`src/hw/rtl/cpr_pkg.sv`:
```
`timescale 1ns / 1ps
// ----------------------------------------------------------------------------
// cpr_pkg
// Shared constants, types and helpers for the clock page replacement block.
// ----------------------------------------------------------------------------
package cpr_pkg;

  localparam int FRAMES    = 16;
  localparam int IDX_W     = $clog2(FRAMES);
  localparam int CNT_W     = $clog2(FRAMES + 1);
  localparam int PAGE_W    = 16;
  localparam int FAULT_W   = 32;
  localparam int CFG_W     = 5;
  localparam int APB_DW    = 32;
  localparam int APB_AW    = 2;

  localparam logic [APB_AW-1:0]  ADDR_FRAMES_IN_USE = APB_AW'(0);
  localparam logic [CFG_W-1:0]   FRAMES_RESET       = CFG_W'(16);
  localparam logic [FAULT_W-1:0] FAULT_MAX          = {FAULT_W{1'b1}};

  typedef logic [IDX_W-1:0] idx_t;
  typedef logic [CNT_W-1:0] cnt_t;

  // Step the hand by one, wrapping at the managed frame count.
  function automatic idx_t next_slot(input idx_t h, input cnt_t m);
    cnt_t t;
    t = cnt_t'(h) + cnt_t'(1);
    return (t >= m) ? idx_t'(0) : t[IDX_W-1:0];
  endfunction

endpackage

```
`src/hw/rtl/cpr_ram.sv`:
```
`timescale 1ns / 1ps
// ----------------------------------------------------------------------------
// cpr_ram
// Generic single-write, single-read synchronous RAM with registered read.
// ----------------------------------------------------------------------------
module cpr_ram #(
  parameter int WIDTH = 16,
  parameter int DEPTH = 16
) (
  input  logic                     clk,
  input  logic                     we,
  input  logic [$clog2(DEPTH)-1:0] waddr,
  input  logic [WIDTH-1:0]         wdata,
  input  logic [$clog2(DEPTH)-1:0] raddr,
  output logic [WIDTH-1:0]         rdata
);

  logic [WIDTH-1:0] mem [DEPTH];

  always_ff @(posedge clk) begin
    if (we) begin
      mem[waddr] <= wdata;
    end
    rdata <= mem[raddr];
  end

endmodule

```
`src/hw/rtl/cpr_cfg.sv`:
```
`timescale 1ns / 1ps
// ----------------------------------------------------------------------------
// cpr_cfg
// APB register file: frames_in_use, plus the clamped active frame count.
// ----------------------------------------------------------------------------
module cpr_cfg import cpr_pkg::*; (
  input  logic              clk,
  input  logic              rst,
  input  logic              psel,
  input  logic              penable,
  input  logic              pwrite,
  input  logic [APB_AW-1:0] paddr,
  input  logic [APB_DW-1:0] pwdata,
  output logic [APB_DW-1:0] prdata,
  output logic              pready,
  output cnt_t              active
);

  logic [CFG_W-1:0] frames_in_use;

  assign pready = 1'b1;

  always_ff @(posedge clk) begin
    if (rst) begin
      frames_in_use <= FRAMES_RESET;
    end else if (psel && penable && pwrite && pready && paddr == ADDR_FRAMES_IN_USE) begin
      frames_in_use <= pwdata[CFG_W-1:0];
    end
  end

  always_comb begin
    prdata = '0;
    if (paddr == ADDR_FRAMES_IN_USE) begin
      prdata = APB_DW'(frames_in_use);
    end
  end

  // Clamp into 1..FRAMES
  always_comb begin
    priority if (frames_in_use == '0) begin
      active = cnt_t'(1);
    end else if (32'(frames_in_use) > FRAMES) begin
      active = cnt_t'(FRAMES);
    end else begin
      active = cnt_t'(frames_in_use);
    end
  end

endmodule

```
`src/hw/rtl/cpr_ctrl.sv`:
```
`timescale 1ns / 1ps
// ----------------------------------------------------------------------------
// cpr_ctrl
// Sequencer: serial hit scan over the page RAM, hand sweep, frame load.
// ----------------------------------------------------------------------------
module cpr_ctrl import cpr_pkg::*; (
  input  logic               clk,
  input  logic               rst,
  input  cnt_t               active,
  input  logic               start,
  input  logic [PAGE_W-1:0]  page_number,
  output logic               busy,
  output logic               done,
  output logic               hit,
  output logic [IDX_W-1:0]   frame_index,
  output logic               replaced_valid,
  output logic [PAGE_W-1:0]  replaced_page,
  output logic [FAULT_W-1:0] fault_total,
  output logic               ram_we,
  output idx_t               ram_waddr,
  output logic [PAGE_W-1:0]  ram_wdata,
  output idx_t               ram_raddr,
  input  logic [PAGE_W-1:0]  ram_rdata
);

  localparam logic [2:0] ST_IDLE  = 3'd0;
  localparam logic [2:0] ST_SCAN  = 3'd1;
  localparam logic [2:0] ST_SWEEP = 3'd2;
  localparam logic [2:0] ST_LOAD  = 3'd3;

  logic [2:0]         state;
  logic [PAGE_W-1:0]  page_q;
  cnt_t               cnt;
  logic               cmp_vld;
  idx_t               cmp_idx;
  idx_t               hand;
  logic [FRAMES-1:0]  valid;
  logic [FRAMES-1:0]  used;
  logic [FAULT_W-1:0] fault_count;
  logic               match;

  assign busy  = (state != ST_IDLE);
  assign match = cmp_vld && valid[cmp_idx] && (ram_rdata == page_q);

  assign ram_raddr = (state == ST_SCAN) ? cnt[IDX_W-1:0] : hand;
  assign ram_we    = (state == ST_LOAD);
  assign ram_waddr = hand;
  assign ram_wdata = page_q;

  always_ff @(posedge clk) begin
    if (rst) begin
      state       <= ST_IDLE;
      valid       <= '0;
      used        <= '0;
      hand        <= '0;
      fault_count <= '0;
      cmp_vld     <= 1'b0;
      cnt         <= '0;
      done        <= 1'b0;
    end else begin
      done <= 1'b0;
      unique case (state)
        ST_IDLE: begin
          if (start) begin
            page_q  <= page_number;
            cnt     <= '0;
            cmp_vld <= 1'b0;
            state   <= ST_SCAN;
          end
        end
        ST_SCAN: begin
          // read issued at cnt, compared in the next cycle at cmp_idx
          if (cnt < active) begin
            cnt     <= cnt + cnt_t'(1);
            cmp_vld <= 1'b1;
            cmp_idx <= cnt[IDX_W-1:0];
          end else begin
            cmp_vld <= 1'b0;
          end
          priority if (match) begin
            used[cmp_idx]  <= 1'b1;
            done           <= 1'b1;
            hit            <= 1'b1;
            frame_index    <= cmp_idx;
            replaced_valid <= 1'b0;
            replaced_page  <= '0;
            fault_total    <= fault_count;
            state          <= ST_IDLE;
          end else if (!cmp_vld && cnt >= active) begin
            if (fault_count != FAULT_MAX) begin
              fault_count <= fault_count + FAULT_W'(1);
            end
            if (cnt_t'(hand) >= active) begin
              hand <= '0;
            end
            state <= ST_SWEEP;
          end else begin
          end
        end
        ST_SWEEP: begin
          // second chance: clear and skip, else read victim page
          if (used[hand]) begin
            used[hand] <= 1'b0;
            hand       <= next_slot(hand, active);
          end else begin
            state <= ST_LOAD;
          end
        end
        ST_LOAD: begin
          valid[hand]    <= 1'b1;
          used[hand]     <= 1'b1;
          hand           <= next_slot(hand, active);
          done           <= 1'b1;
          hit            <= 1'b0;
          frame_index    <= hand;
          replaced_valid <= valid[hand];
          replaced_page  <= valid[hand] ? ram_rdata : '0;
          fault_total    <= fault_count;
          state          <= ST_IDLE;
        end
        default: begin
          state <= ST_IDLE;
        end
      endcase
    end
  end

endmodule

```
`src/hw/rtl/clock_page_replacement_top.sv`:
```
`timescale 1ns / 1ps
// ----------------------------------------------------------------------------
// clock_page_replacement_top
// Clock (second-chance) page replacement over a small set of frames.
// ----------------------------------------------------------------------------
//
// Channel   | Handshake                          | Payload
// ----------+------------------------------------+------------------------------
// request   | start & !busy accepts an item      | page_number
// result    | done, one cycle, cannot be stalled | hit, frame_index,
//           |                                    | replaced_valid, replaced_page,
//           |                                    | fault_total
// config    | APB, write on psel&penable&pwrite  | paddr, pwdata, prdata
//
// Sequence: a hit is found by a serial scan of the page RAM, one frame per
// cycle (M = active frames), each read registered before its compare; the
// scan stops at the matching frame. A miss runs the full scan, then the hand
// sweep, which looks at frames in turn and clears set used bits until it
// finds a clear one (at most one full turn when every used bit is set), then
// the load state, which writes the new page and registers the result.
// Reset (rst, synchronous): all frames invalid and unused, hand and fault
// count zero, frames_in_use = 16. No clearing pass: valid bits are flops.
// The result is shown for one cycle on done; the receiver cannot stall it.
// A new item may be accepted in the cycle its predecessor's result shows.
//
module clock_page_replacement_top import cpr_pkg::*; (
  input  logic               clk,
  input  logic               rst,
  // request
  input  logic               start,
  output logic               busy,
  input  logic [PAGE_W-1:0]  page_number,
  // result
  output logic               done,
  output logic               hit,
  output logic [IDX_W-1:0]   frame_index,
  output logic               replaced_valid,
  output logic [PAGE_W-1:0]  replaced_page,
  output logic [FAULT_W-1:0] fault_total,
  // config
  input  logic               psel,
  input  logic               penable,
  input  logic               pwrite,
  input  logic [APB_AW-1:0]  paddr,
  input  logic [APB_DW-1:0]  pwdata,
  output logic [APB_DW-1:0]  prdata,
  output logic               pready
);

  cnt_t              active;
  logic              ram_we;
  idx_t              ram_waddr;
  idx_t              ram_raddr;
  logic [PAGE_W-1:0] ram_wdata;
  logic [PAGE_W-1:0] ram_rdata;

  // register file, yields the clamped frame count
  cpr_cfg u_cfg (
    .clk     (clk),
    .rst     (rst),
    .psel    (psel),
    .penable (penable),
    .pwrite  (pwrite),
    .paddr   (paddr),
    .pwdata  (pwdata),
    .prdata  (prdata),
    .pready  (pready),
    .active  (active)
  );

  // page numbers per frame; contents only meaningful where the frame is valid
  cpr_ram #(
    .WIDTH (PAGE_W),
    .DEPTH (FRAMES)
  ) u_page_ram (
    .clk   (clk),
    .we    (ram_we),
    .waddr (ram_waddr),
    .wdata (ram_wdata),
    .raddr (ram_raddr),
    .rdata (ram_rdata)
  );

  // scan / sweep / load sequencer; holds valid and used bits, hand, counter
  cpr_ctrl u_ctrl (
    .clk            (clk),
    .rst            (rst),
    .active         (active),
    .start          (start),
    .page_number    (page_number),
    .busy           (busy),
    .done           (done),
    .hit            (hit),
    .frame_index    (frame_index),
    .replaced_valid (replaced_valid),
    .replaced_page  (replaced_page),
    .fault_total    (fault_total),
    .ram_we         (ram_we),
    .ram_waddr      (ram_waddr),
    .ram_wdata      (ram_wdata),
    .ram_raddr      (ram_raddr),
    .ram_rdata      (ram_rdata)
  );

endmodule

```
`config.mk`:
```
export PLATFORM = sky130hd
export DESIGN_NAME = clock_page_replacement_top
export DESIGN_NICKNAME = d
export VERILOG_FILES = /design/src/hw/rtl/cpr_pkg.sv /design/src/hw/rtl/cpr_ram.sv /design/src/hw/rtl/cpr_cfg.sv /design/src/hw/rtl/cpr_ctrl.sv /design/src/hw/rtl/clock_page_replacement_top.sv
export SDC_FILE = /design/constraint.sdc
export NUM_CORES = 1
export LEC_CHECK = 0
export CORE_MARGIN = 1
export CORE_UTILIZATION = 60
export DETAILED_ROUTE_END_ITERATION = 10
export DONT_BUFFER_PORTS = 1
export GPL_ROUTABILITY_DRIVEN = 0
export PLACE_DENSITY = 0.76
export SLEW_MARGIN = 20
export SYNTH_ARGS = -nofsm -noshare
export SYNTH_HDL_FRONTEND = slang
export SYNTH_SLANG_ARGS = --single-unit
```
`constraint.sdc`:
```
create_clock -name clk -period 8.2 [get_ports clk]
set_clock_uncertainty 0.2 [all_clocks]
set_input_delay 0.82 -clock clk [delete_from_list [all_inputs] [get_ports clk]]
set_output_delay 0.82 -clock clk [all_outputs]
set_load 0.005 [all_outputs]
```
==> After elaboration in Yosys (flattened, before gate mapping) <==
Memory sizes are Yosys's and may differ from the RTL's. A register that Yosys moved wholly into a read port is not among the register bits.
Cells that the tools add are included.
{ "op_classes": {"shift": 0, "muxes": 49, "add_sub_neg": 3, "n_reduce_logical": 25, "magnitude_cmp": 9, "bitwise_logic": 7, "eq_ne": 14, "n_mul": 0, "div": 0} }
{ "ops": {"columns": ["cell", "n"], "rows": [
  ["$mux 16", 4],
  ["$pmux 32 s2", 1],
  ["$or 16x16->16", 3],
  ["$pmux 16 s3", 1],
  ["$add 32x1->32 const B", 1],
  ["$mux 32", 1],
  ["$ne 32x32->1 const B", 1],
  ["$pmux 16 s2", 1],
  ["$mux 4", 7],
  ["$mux 5", 5],
  ["$reduce_and 3->1", 6],
  ["$and 16x16->16", 1],
  ["$eq 16x16->1", 1],
  ["$not 16->16", 1],
  ["$bmux 1 s4", 3],
  ["$mux 1", 12],
  ["$mux 3", 4],
  ["$ne 2x2->1 const B", 6],
  ["$pmux 4 s3", 1],
  ["$ge 5x5->1", 2],
  ["$lt 4x5->1 const B", 2],
  ["$pmux 5 s2", 1],
  ["$pmux 3 s3", 1],
  ["$demux 1 s4", 2],
  ["23 further kinds", 39]
]} }
{ "word_totals": {"latchBits": 0, "mem_bits_rw": 256, "ff_bits": 157, "n_memories": 1, "rom_bits": 0, "output_inout_bits": 89} }
{ "mem_list": {"columns": ["memory", "depth", "width", "read_ports", "rd_clocked_by_memory_dff", "wr", "line_no", "source"], "rows": [
  ["u_page_ram.mem", 16, 16, 1, 1, 1, "cpr_ram.sv:18", "logic [WIDTH-1:0] mem [DEPTH];"]
]} }

==> Depth between registers and ports, before layout <==
Gate-level depths: netlist of run 1.
{ "depth": {"word_depth": 8, "depth_mapped": 12, "ltp_nobuf": 11} }

==> Cells and area by module <==
A second synthesis of run 1 with hierarchy kept.
{ "unflattened": {"hier_cells": 1170, "hier_area_um2": 17705.7} }
{ "modules_own_cells": {"columns": ["module", "cells_each", "n_inst", "area_each_um2"], "rows": [
  ["cpr_ram", 432, 1, 10043.4],
  ["cpr_ctrl", 672, 1, 7134.3],
  ["cpr_cfg", 66, 1, 528.0]
]} }

==> Least setup slack after synthesis of run 1 <==
No wires, ideal clock.
{ "synth_path": {"kind": "flip-flop to flip-flop", "start": "reg u_ctrl.page_q[6] (netlist: u_ctrl.ram_wdata[6])", "end": "reg u_ctrl.fault_total[0] (enable)", "path_slack_ns": 4.750, "setup_ns": 0.408, "path_stages_with_launch": 7, "arrival_time_ns": 2.842, "cell_sequence": "edfxtp_1 xnor2_1 nand4_1 nor4_1 a41oi_1 or3b_2 inv_1"} }
{ "synth_via": {"elab_chain_len": 4} }
{ "synth_lines": {"columns": ["item", "line_no", "source"], "rows": [
  ["start, declared", "cpr_ctrl.sv:32", "logic [PAGE_W-1:0] page_q;"],
  ["start signal, assigned", "cpr_ctrl.sv:65", "page_q <= page_number;"],
  ["$eq 16x16->1", "cpr_ctrl.sv:43", "assign match = cmp_vld && valid[cmp_idx] && (ram_rdata == page_q);"],
  ["$logic_and 1x1->1", "cpr_ctrl.sv:43", null],
  ["$ne 2x1->1 (no line)", null, null],
  ["$reduce_and 3->1 (no line)", null, null],
  ["end signal, assigned", "cpr_ctrl.sv:87", "fault_total <= fault_count;"],
  ["end signal, assigned", "cpr_ctrl.sv:118", "fault_total <= fault_count;"],
  ["end, declared", "cpr_ctrl.sv:18", "output logic [FAULT_W-1:0] fault_total,"]
]} }
Every way passes these cells.
A chain may end at the register's enable or synchronous reset.

==> Worst setup path after layout of run 1 <==
{ "layout_path": {"start": "reg u_ctrl.state[1]", "end": "reg u_page_ram.rdata[0] (read register of u_page_ram.mem)"} }
{ "layout_via": {"elab_chain_len": 2} }
{ "layout_lines": {"columns": ["item", "line_no", "source"], "rows": [
  ["start, declared", "cpr_ctrl.sv:31", "logic [2:0] state;"],
  ["start signal, assigned", "cpr_ctrl.sv:52", "state <= ST_IDLE;"],
  ["start signal, assigned", "cpr_ctrl.sv:68", "state <= ST_SCAN;"],
  ["start signal, assigned", "cpr_ctrl.sv:88", "state <= ST_IDLE;"],
  ["$eq 3x1->1", "cpr_ctrl.sv:45", "assign ram_raddr = (state == ST_SCAN) ? cnt[IDX_W-1:0] : hand;"],
  ["$mux 4", "cpr_ctrl.sv:45", null],
  ["end, declared", "cpr_ram.sv:15", "output logic [WIDTH-1:0] rdata"]
]} }
Every way passes these cells.

==> flow_summary.yaml, run 1 <==
sta:
  tns_ns: 0
  final_min_period_over_clock_period_pct: 50.5
  max_freq_mhz: 242
  setup_violations: 0
  timing_worst_slew_pin_value_ns: 0.952
  final_hold_viols: 0
  rsz_0062_raised_after_global_routing: "false"
  max-slew-margin-rel_pct: 36.4
  slew_viol_final: 0
  pnr_worst_setup_slack_ns: 4.06
  final_period_minus_worst_setup_slack_ns: 4.14
yosys:
  postSynth.topFlopCell: "sky130_fd_sc_hd__edfxtp_1"
  synthesis.area_per_instance_sq_um: 15.1
  yosysSeqAreaShare_pct: 67.9
  synth_enable_flop_cells: 330
  synth-async-reset-ratio_pct: 0
  ys_seq_elements: 428
  synth.lib_cells_used.distinct: 58
  syn-cell-area_sq_mm: 0.0175
  synthesis.instances: 1158
  ys.warnings.count: 0
critical_path:
  critPathRequiredTime_ns: 8.39
  crit_fanout: 43
  worst-setup-path-type: "reg2reg"
  critical_path_arrival_ns: 4.33
  endpoint_kind: "flop"
  critPathLaunchType: "flop"
worst_hold_path:
  hp-class: "in2reg"
drt:
  avgViaCountPerCell: 6.11
  finalWirelength_um: 36000
  drt_pre_antenna_iters: 5
  first_iter_violations: 888
  detail-route-antenna-nets: 0
  num_vias: 9727
  wl_per_cell_um: 22.6
  drc: 0
global_route:
  met3_usage_pct: 4.84
  grt_pass1_vias: 9609
  globalRoute.totalOverflow: 0
  global_route.usage.met2_pct: 40.6
  grt_pass1_wl_um: 55600
  grt.busiest_layer: "met2"
  antenna_violations_before_repair: 0
  globalRouteTotalUtil_pct: 24.6
  met1_usage_pct: 33.2
  grt_max_degree: 84
clock_network:
  tritoncts: "done"
  cts-resized-gates: 0
  cts.htree.levels: 2
  post_cts.repair.setup_buffers: 0
  ctsHoldBuffers: 0
  root_buffer: "sky130_fd_sc_hd__clkbuf_16"
  clk-insertion-delay-late_ns: 0.56
  cts-buffers-inserted: 42
  clock_sinks: 428
  ctsLongestPathBuffers: 3
  path_clk_slew_ns: 0.06
final_layout:
  synthToLayoutAreaGrowth_pct: 9.80
  post_layout_nonfiller_instances: 1592
  layout-drive-gt1-share_pct: 16.4
  layout.cell_area.non_filler_sq_mm: 0.0192
  layout_commonest_cell: "sky130_fd_sc_hd__edfxtp_1"
  fin_nets: 1250
  layout.core_utilization_pct: 66.8
  insertedDiodeCount: 0
  most_frequent_cells_in_the_layout: "sky130_fd_sc_hd__edfxtp_1 (330), sky130_fd_sc_hd__dfxtp_1 (98), sky130_fd_sc_hd__nand2_1 (89)"
pwr:
  power_frac_seq_pct: 54.9
  internal_power_mw: 3.46
  power.share.combinational_pct: 1.2
  power-per-cell-area_mw_per_mm2: 224
  irDropWorstVdd_v: 0.000199
  total_leakage_power_nw: 6.41
  total_switching_power_mw: 0.833
  clock_power_share_pct: 43.9
  sw_frac_of_total_pct: 19.4
place:
  post-place-cells: 1514
  final_hpwl_dp_um: 21300
  io_buf_count: 0
  placement.cell_area_sq_mm: 0.0178
  dpl_worst_slack_ns: 4.06
floorplan:
  dieWidth_um: 173
  floorplan.die_area_sq_mm: 0.0298
  row_count: 62
  fp.coreArea_sq_mm: 0.0287
  effective_utilization_at_floorplan_pct: 60.9
  die_h_um: 173
  ios: 145
flow_run:
  cap_viol_max_count: 0
outcome:
  status: "finished, final reports clean"
layer usage:
metal	wire, um	part of all wire, %	up-vias
li1	-	-	4383
met1	14600	41	4877
met2	18000	50	388
met3	2360	6.5	79
met4	1010	2.8	0
met5	0	0	-
cell type report:
class                      instances  area, sq um
tap                              384          480
clock inverter                    14          166
clock buffer                      64         1190
multi-input combinational        654         5190
fill                            1917         9520
timing repair buffer              26          195
sequential                       428        11900
inverter                          22         83.8
through the flow:
step / hold slack, ns / total power [mW]
final: 0.162 / 4.29
after global routing: 0.133 / 4.41
after CTS: 0.135 / 4.31
after detailed placement: 0.266 / 2.45
after global placement: 0.258 / 2.45
after floorplan: 0.239 / 2.45
worst max-delay path, stage by stage, from the launching register on:
cell and delay (ns):
sky130_fd_sc_hd__dfxtp_1 0.48, sky130_fd_sc_hd__nand2b_1 0.65, sky130_fd_sc_hd__mux2i_4 0.32, sky130_fd_sc_hd__buf_4 0.41, sky130_fd_sc_hd__buf_4 0.78, sky130_fd_sc_hd__mux4_2 0.59
sky130_fd_sc_hd__and2_1 0.17, sky130_fd_sc_hd__a211oi_1 0.28, sky130_fd_sc_hd__a31oi_1 0.07
final timing paths:
kind | startpoint | end | slack [ns] | cells past startpoint
worst min-delay path | page_number[3] | u_ctrl.ram_wdata[3] | 0.16 | 0
worst min register to register | u_ctrl.used[13] | u_ctrl.used[13] | 0.28 | 2
worst max-delay path | u_ctrl.state[1] | u_page_ram.rdata[0] | 4.06 | 8
worst max register to register | u_ctrl.state[1] | u_page_ram.rdata[0] | 4.06 | 8
Yosys cell counts (5+ instances only):
cell / number / area [sq um]
sky130_fd_sc_hd__edfxtp_1: 330 / 9910
sky130_fd_sc_hd__nor2_1: 100 / 375
sky130_fd_sc_hd__dfxtp_1: 98 / 1960
sky130_fd_sc_hd__nand2_1: 89 / 334
sky130_fd_sc_hd__mux4_2: 75 / 1690
sky130_fd_sc_hd__xnor2_1: 35 / 307
sky130_fd_sc_hd__a21oi_1: 34 / 170
sky130_fd_sc_hd__buf_4: 32 / 240
sky130_fd_sc_hd__clkbuf_1: 29 / 109
sky130_fd_sc_hd__and2_1: 28 / 175
sky130_fd_sc_hd__and3_1: 21 / 131
sky130_fd_sc_hd__inv_1: 21 / 78.8
sky130_fd_sc_hd__nand3_1: 21 / 105
sky130_fd_sc_hd__ha_1: 20 / 250
sky130_fd_sc_hd__o21ai_0: 19 / 95.1
sky130_fd_sc_hd__a211oi_1: 18 / 135
sky130_fd_sc_hd__a31oi_1: 18 / 113
sky130_fd_sc_hd__nor3_1: 17 / 85.1
sky130_fd_sc_hd__nand4_1: 14 / 87.6
sky130_fd_sc_hd__o22ai_1: 11 / 68.8
sky130_fd_sc_hd__buf_2: 10 / 50.1
sky130_fd_sc_hd__or3_1: 10 / 62.6
sky130_fd_sc_hd__xor2_1: 10 / 87.6
sky130_fd_sc_hd__a211oi_2: 9 / 113
sky130_fd_sc_hd__mux2i_1: 9 / 90.1
sky130_fd_sc_hd__nor2b_1: 8 / 50.1
sky130_fd_sc_hd__a211o_1: 6 / 52.6
sky130_fd_sc_hd__and4_1: 6 / 52.6
sky130_fd_sc_hd__buf_6: 6 / 67.6
sky130_fd_sc_hd__o2111ai_1: 5 / 43.8
sky130_fd_sc_hd__o21a_1: 5 / 37.5
sky130_fd_sc_hd__or2_2: 5 / 31.3
cells by family (layout without fill, tap and decap cells):
kind of cell,Yosys count,in the layout,synth area share [%]
compound gates,138,138,5.36
xor+xnor,45,45,2.26
fa+ha+maj,20,20,1.43
buf+inv,102,126,3.30
flops,428,428,67.9
mux,87,87,10.4
other cells,2,28,0.0430
simple gates,336,336,9.22
registers in the layout, summed over array words and instances (netlist names):
signal and cells:
u_ctrl.ram_waddr 4, u_ctrl.state 2, u_ctrl.cmp_vld 1, u_page_ram.rdata 16
u_ctrl.replaced_page 16, u_ctrl.fault_total 32, u_ctrl.cnt 5, u_ctrl.cmp_idx 4
u_cfg.frames_in_use 5, u_ctrl.done 1, u_ctrl.fault_count 32, u_ctrl.hit 1
u_ctrl.replaced_valid 1, u_ctrl.ram_wdata 16, u_ctrl.frame_index 4, u_ctrl.valid 16
u_ctrl.used 16, u_page_ram.mem 256
power by group through the flow:
stage | clock network [mW] | logic (mW) | registers [mW]
2_1_floorplan | 0 | 0.0542 | 2.39
3_3_place_gp | 0 | 0.0487 | 2.40
3_5_place_dp | 0 | 0.0499 | 2.40
4_1_cts | 1.91 | 0.0503 | 2.36
5_1_grt | 2.00 | 0.0550 | 2.36
6_report | 1.88 | 0.0502 | 2.36
Power figures use the tool's default switching activity.
==> inputs of run 2 (changes only) <==
Clock period 8.2 ns to 3.9 ns, I/O delays scaled along.
==> flow_summary.yaml, run 2 (synthesized netlist as in run 1, its figures left out) <==
drt:
  num_vias: 10100
  drc: 0
  first_iter_violations: 1226
  drt_pre_antenna_iters: 5
  avgViaCountPerCell: 6.23
  finalWirelength_um: 37700
  wl_per_cell_um: 23.1
  detail-route-antenna-nets: 0
sta:
  tns_ns: 0
  setup_violations: 0
  max-slew-margin-rel_pct: 36.2
  final_period_minus_worst_setup_slack_ns: 3.36
  final_min_period_over_clock_period_pct: 86.1
  timing_worst_slew_pin_value_ns: 0.956
  max_freq_mhz: 298
  slew_viol_final: 0
  rsz_0062_raised_after_global_routing: "false"
  final_hold_viols: 0
pwr:
  irDropWorstVdd_v: 0.000367
  total_leakage_power_nw: 6.62
  power.total_mw: 9.22
  power-per-cell-area_mw_per_mm2: 470
clock_network:
  clk-insertion-delay-late_ns: 0.56
  root_buffer: "sky130_fd_sc_hd__clkbuf_16"
  post_cts.repair.setup_buffers: 0
  path_clk_slew_ns: 0.06
  clock_sinks: 428
  tritoncts: "done"
  cts.htree.levels: 2
  cts-buffers-inserted: 43
  ctsLongestPathBuffers: 3
worst_hold_path:
  hp-class: "in2reg"
global_route:
  globalRoute.totalOverflow: 0
  grt_max_degree: 83
  antenna_violations_before_repair: 6
  grt_pass1_vias: 9760
  grt_pass1_wl_um: 56900
  globalRouteTotalUtil_pct: 25.3
final_layout:
  layout-drive-gt1-share_pct: 17.1
  synthToLayoutAreaGrowth_pct: 12.3
  layout_top_registers: "u_page_ram.mem (256), u_ctrl.fault_count (32), u_ctrl.fault_total (32)"
  most_frequent_cells_in_the_layout: "sky130_fd_sc_hd__edfxtp_1 (330), sky130_fd_sc_hd__dfxtp_1 (98), sky130_fd_sc_hd__nand2_1 (89)"
  fin_nets: 1285
  regMostFlops: "u_page_ram.mem"
  layout_commonest_cell: "sky130_fd_sc_hd__edfxtp_1"
  layout.filler_cells: 1957
  number_of_flip_flops_under_the_largest_register_name: 256
critical_path:
  endpoint_kind: "flop"
  crit_fanout: 46
  critical_path_arrival_ns: 3.37
  critPathLaunchType: "flop"
  critPathRequiredTime_ns: 3.91
  worst-setup-path-type: "reg2reg"
floorplan:
  ios: 145
  dieWidth_um: 173
  fp.coreArea_sq_mm: 0.0287
  floorplan.die_area_sq_mm: 0.0298
  die_h_um: 173
  row_count: 62
  effective_utilization_at_floorplan_pct: 60.9
place:
  final_hpwl_dp_um: 22000
  io_buf_count: 0
outcome:
  status: "finished, final reports clean"
flow_run:
  cap_viol_max_count: 0
==> run 2: layout make-up <==
cell class | count | area (sq um) | area share (%)
well taps | 384 | 480 | 2.45
diodes | 2 | 5.00 | 0.0255
multi-input cells | 654 | 5190 | 26.5
repair buffers | 60 | 576 | 2.93
clock buffers | 65 | 1230 | 6.27
clock inverters | 15 | 191 | 0.975
flip-flops and latches | 428 | 11900 | 60.5
inverters | 22 | 82.6 | 0.421
==> run 2: critical path, stage by stage, from the launching register on <==
cell                       delay, ns
sky130_fd_sc_hd__edfxtp_1       0.62
sky130_fd_sc_hd__xnor2_1        0.30
sky130_fd_sc_hd__nand4_1        0.20
sky130_fd_sc_hd__nor4_1         0.35
sky130_fd_sc_hd__buf_4          0.18
sky130_fd_sc_hd__a41oi_1        0.18
sky130_fd_sc_hd__or3b_2         0.57
sky130_fd_sc_hd__inv_2          0.12
sky130_fd_sc_hd__buf_12         0.23
==> run 2: per-layer routing <==
metal,track usage (%),vias to the layer above,share of wire [%]
li1,-,4460,-
met1,34.0,5079,40
met2,41.3,489,49
met3,4.99,112,7.7
met4,9.41,8,3.2
met5,0,-,0.16
==> run 2: final timing paths <==
path                                from                      end  slack [ns]  cells past startpoint
setup / recovery    u_ctrl.ram_wdata[10]  u_ctrl.replaced_page[2]        0.54                      8
hold / removal                       rst   u_cfg.frames_in_use[3]       0.006                      2
setup reg to reg    u_ctrl.ram_wdata[10]  u_ctrl.replaced_page[2]        0.54                      8
hold reg to reg   u_ctrl.fault_count[14]   u_ctrl.fault_total[14]        0.28                      0
==> run 2: timing repair <==
item	in CTS	in global routing
hold endpoints to repair	102	0
hold buffers	23	0
gates resized for setup	0	0
endpoints found under the setup margin	0	0
==> run 2: where the power goes <==
group | internal [mW] | switching (mW) | total (mW)
Sequential | 4.91 | 0.0473 | 4.95
Clock | 2.45 | 1.67 | 4.12
Combinational | 0.0602 | 0.0863 | 0.147
Total | 7.42 | 1.81 | 9.22
==> run 2: through the flow <==
step	setup WS, ns	utilization (%)	hold WS, ns	instances	area (sq um)
floorplan	0.450	-	0.239	1184	17600
global placement	0.678	62.6	0.258	1525	18000
detailed placement	0.556	62.6	0.267	1525	18000
CTS	0.555	68.4	0.0257	1628	19600
global route	0.369	68.4	0.0437	1628	19600
finish	0.541	68.4	0.00589	1630	19600
==> inputs of run 3 (changes only) <==
Settings changed: PLACE_DENSITY 0.76 to 0.73.
==> flow_summary.yaml, run 3 (synthesized netlist as in run 1, its figures left out) <==
global_route:
  grt_pass1_wl_um: 57700
  globalRoute.totalOverflow: 0
  antenna_violations_before_repair: 6
  grt_max_degree: 83
  globalRouteTotalUtil_pct: 25.7
  grt_pass1_vias: 10000
critical_path:
  critical_path_arrival_ns: 3.31
  critPathLaunchType: "flop"
  worst-setup-path-type: "reg2reg"
  crit_fanout: 54
  critPathRequiredTime_ns: 3.92
  endpoint_kind: "flop"
pwr:
  clock_power_share_pct: 44.7
  power-per-cell-area_mw_per_mm2: 469
  power.share.combinational_pct: 1.7
  sw_frac_of_total_pct: 20.0
  power_frac_seq_pct: 53.5
  internal_power_mw: 7.38
  irDropWorstVdd_v: 0.000409
  total_switching_power_mw: 1.85
  total_leakage_power_nw: 6.64
worst_hold_path:
  hp-class: "in2reg"
final_layout:
  multi_input_comb_area_sq_mm: 0.00519
  number_of_flip_flops_under_the_largest_register_name: 256
  regMostFlops: "u_page_ram.mem"
  layout_commonest_cell: "sky130_fd_sc_hd__edfxtp_1"
  layout-drive-gt1-share_pct: 17.4
  synthToLayoutAreaGrowth_pct: 12.5
  layout_top_registers: "u_page_ram.mem (256), u_ctrl.fault_count (32), u_ctrl.fault_total (32)"
  layout.filler_cells: 1940
  most_frequent_cells_in_the_layout: "sky130_fd_sc_hd__edfxtp_1 (330), sky130_fd_sc_hd__dfxtp_1 (98), sky130_fd_sc_hd__nand2_1 (89)"
  fin_nets: 1287
  post_layout_nonfiller_instances: 1632
  regArea_sq_mm: 0.0119
drt:
  drt_pre_antenna_iters: 5
  detail-route-antenna-nets: 0
  avgViaCountPerCell: 6.15
  finalWirelength_um: 37600
  wl_per_cell_um: 23.0
  num_vias: 10000
  drc: 0
  first_iter_violations: 1038
flow_run:
  cap_viol_max_count: 0
sta:
  tns_ns: 0
  final_hold_viols: 0
  rsz_0062_raised_after_global_routing: "false"
  final_period_minus_worst_setup_slack_ns: 3.29
  max-slew-margin-rel_pct: 45.4
  slew_viol_final: 0
  max_freq_mhz: 304
  timing_worst_slew_pin_value_ns: 0.818
  setup_violations: 0
  final_min_period_over_clock_period_pct: 84.4
clock_network:
  cts.htree.levels: 2
  ctsLongestPathBuffers: 3
  post_cts.repair.setup_buffers: 0
  clk-insertion-delay-late_ns: 0.56
  root_buffer: "sky130_fd_sc_hd__clkbuf_16"
  clock_sinks: 428
  path_clk_slew_ns: 0.07
  cts-buffers-inserted: 43
  tritoncts: "done"
floorplan:
  dieWidth_um: 173
  die_h_um: 173
  floorplan.die_area_sq_mm: 0.0298
  effective_utilization_at_floorplan_pct: 60.9
  ios: 145
  row_count: 62
  fp.coreArea_sq_mm: 0.0287
outcome:
  status: "finished, final reports clean"
place:
  final_hpwl_dp_um: 21700
  post-place-cells: 1527
  io_buf_count: 0
==> run 3: stage by stage <==
stage / hold WS (ns) / instance area (sq um) / util [%] / total power, mW / worst slack, ns
3_5_place_dp: 0.266 / 18000 / 62.6 / 5.16 / 0.654
4_1_cts: 0.0000275 / 19700 / 68.5 / 9.28 / 0.582
5_1_grt: 0.0267 / 19700 / 68.5 / 9.47 / 0.411
2_1_floorplan: 0.239 / 17600 / - / 5.14 / 0.450
6_report: 0.0128 / 19700 / 68.5 / 9.23 / 0.607
3_3_place_gp: 0.256 / 18000 / 62.6 / 5.15 / 0.724
==> run 3: layout make-up <==
type / instances / share of cell area [%]
Sequential cell: 428 / 60.4
Timing Repair Buffer: 62 / 3.00
Clock inverter: 16 / 1.03
Multi-Input combinational cell: 654 / 26.4
Tap cell: 384 / 2.44
Inverter: 22 / 0.420
Clock buffer: 64 / 6.28
Antenna cell: 2 / 0.0255
==> run 3: timing repair <==
item	in CTS	in global routing
hold endpoints to repair	102	0
gates resized for setup	0	0
hold buffers	23	0
==> run 3: worst paths after layout <==
check                               from                  endpoint  slack [ns]  cells past startpoint
hold reg to reg   u_ctrl.fault_count[14]    u_ctrl.fault_total[14]        0.28                      0
hold / removal                       rst           u_ctrl.valid[0]        0.01                      2
setup reg to reg     u_ctrl.ram_wdata[7]  u_ctrl.replaced_page[14]        0.61                      8
setup / recovery     u_ctrl.ram_wdata[7]  u_ctrl.replaced_page[14]        0.61                      8
==> run 3: power groups by stage <==
| stage | sequential, mW | clock [mW] | combinational [mW] |
|---|---|---|---|
| after floorplan | 5.03 | 0 | 0.114 |
| after global placement | 5.04 | 0 | 0.118 |
| after detailed placement | 5.04 | 0 | 0.121 |
| after CTS | 4.94 | 4.18 | 0.157 |
| after global routing | 4.94 | 4.36 | 0.171 |
| final | 4.94 | 4.13 | 0.158 |
==> run 3: layer usage <==
layer | up-vias | global-route usage (%) | share of wire (%)
met5 | - | 0 | 0.090
met3 | 100 | 4.18 | 7.5
li1 | 4455 | - | -
met2 | 454 | 41.5 | 48
met4 | 6 | 10.5 | 3.6
met1 | 5022 | 35.1 | 41
==> run 3: worst max-delay path, cell delays in order, from the launching register on <==
cell and delay (ns):
sky130_fd_sc_hd__edfxtp_1 0.61, sky130_fd_sc_hd__xnor2_1 0.29, sky130_fd_sc_hd__nand4_1 0.17, sky130_fd_sc_hd__nor4_1 0.32
sky130_fd_sc_hd__buf_4 0.17, sky130_fd_sc_hd__a41oi_1 0.18, sky130_fd_sc_hd__or3b_2 0.59, sky130_fd_sc_hd__inv_2 0.10
sky130_fd_sc_hd__buf_12 0.27
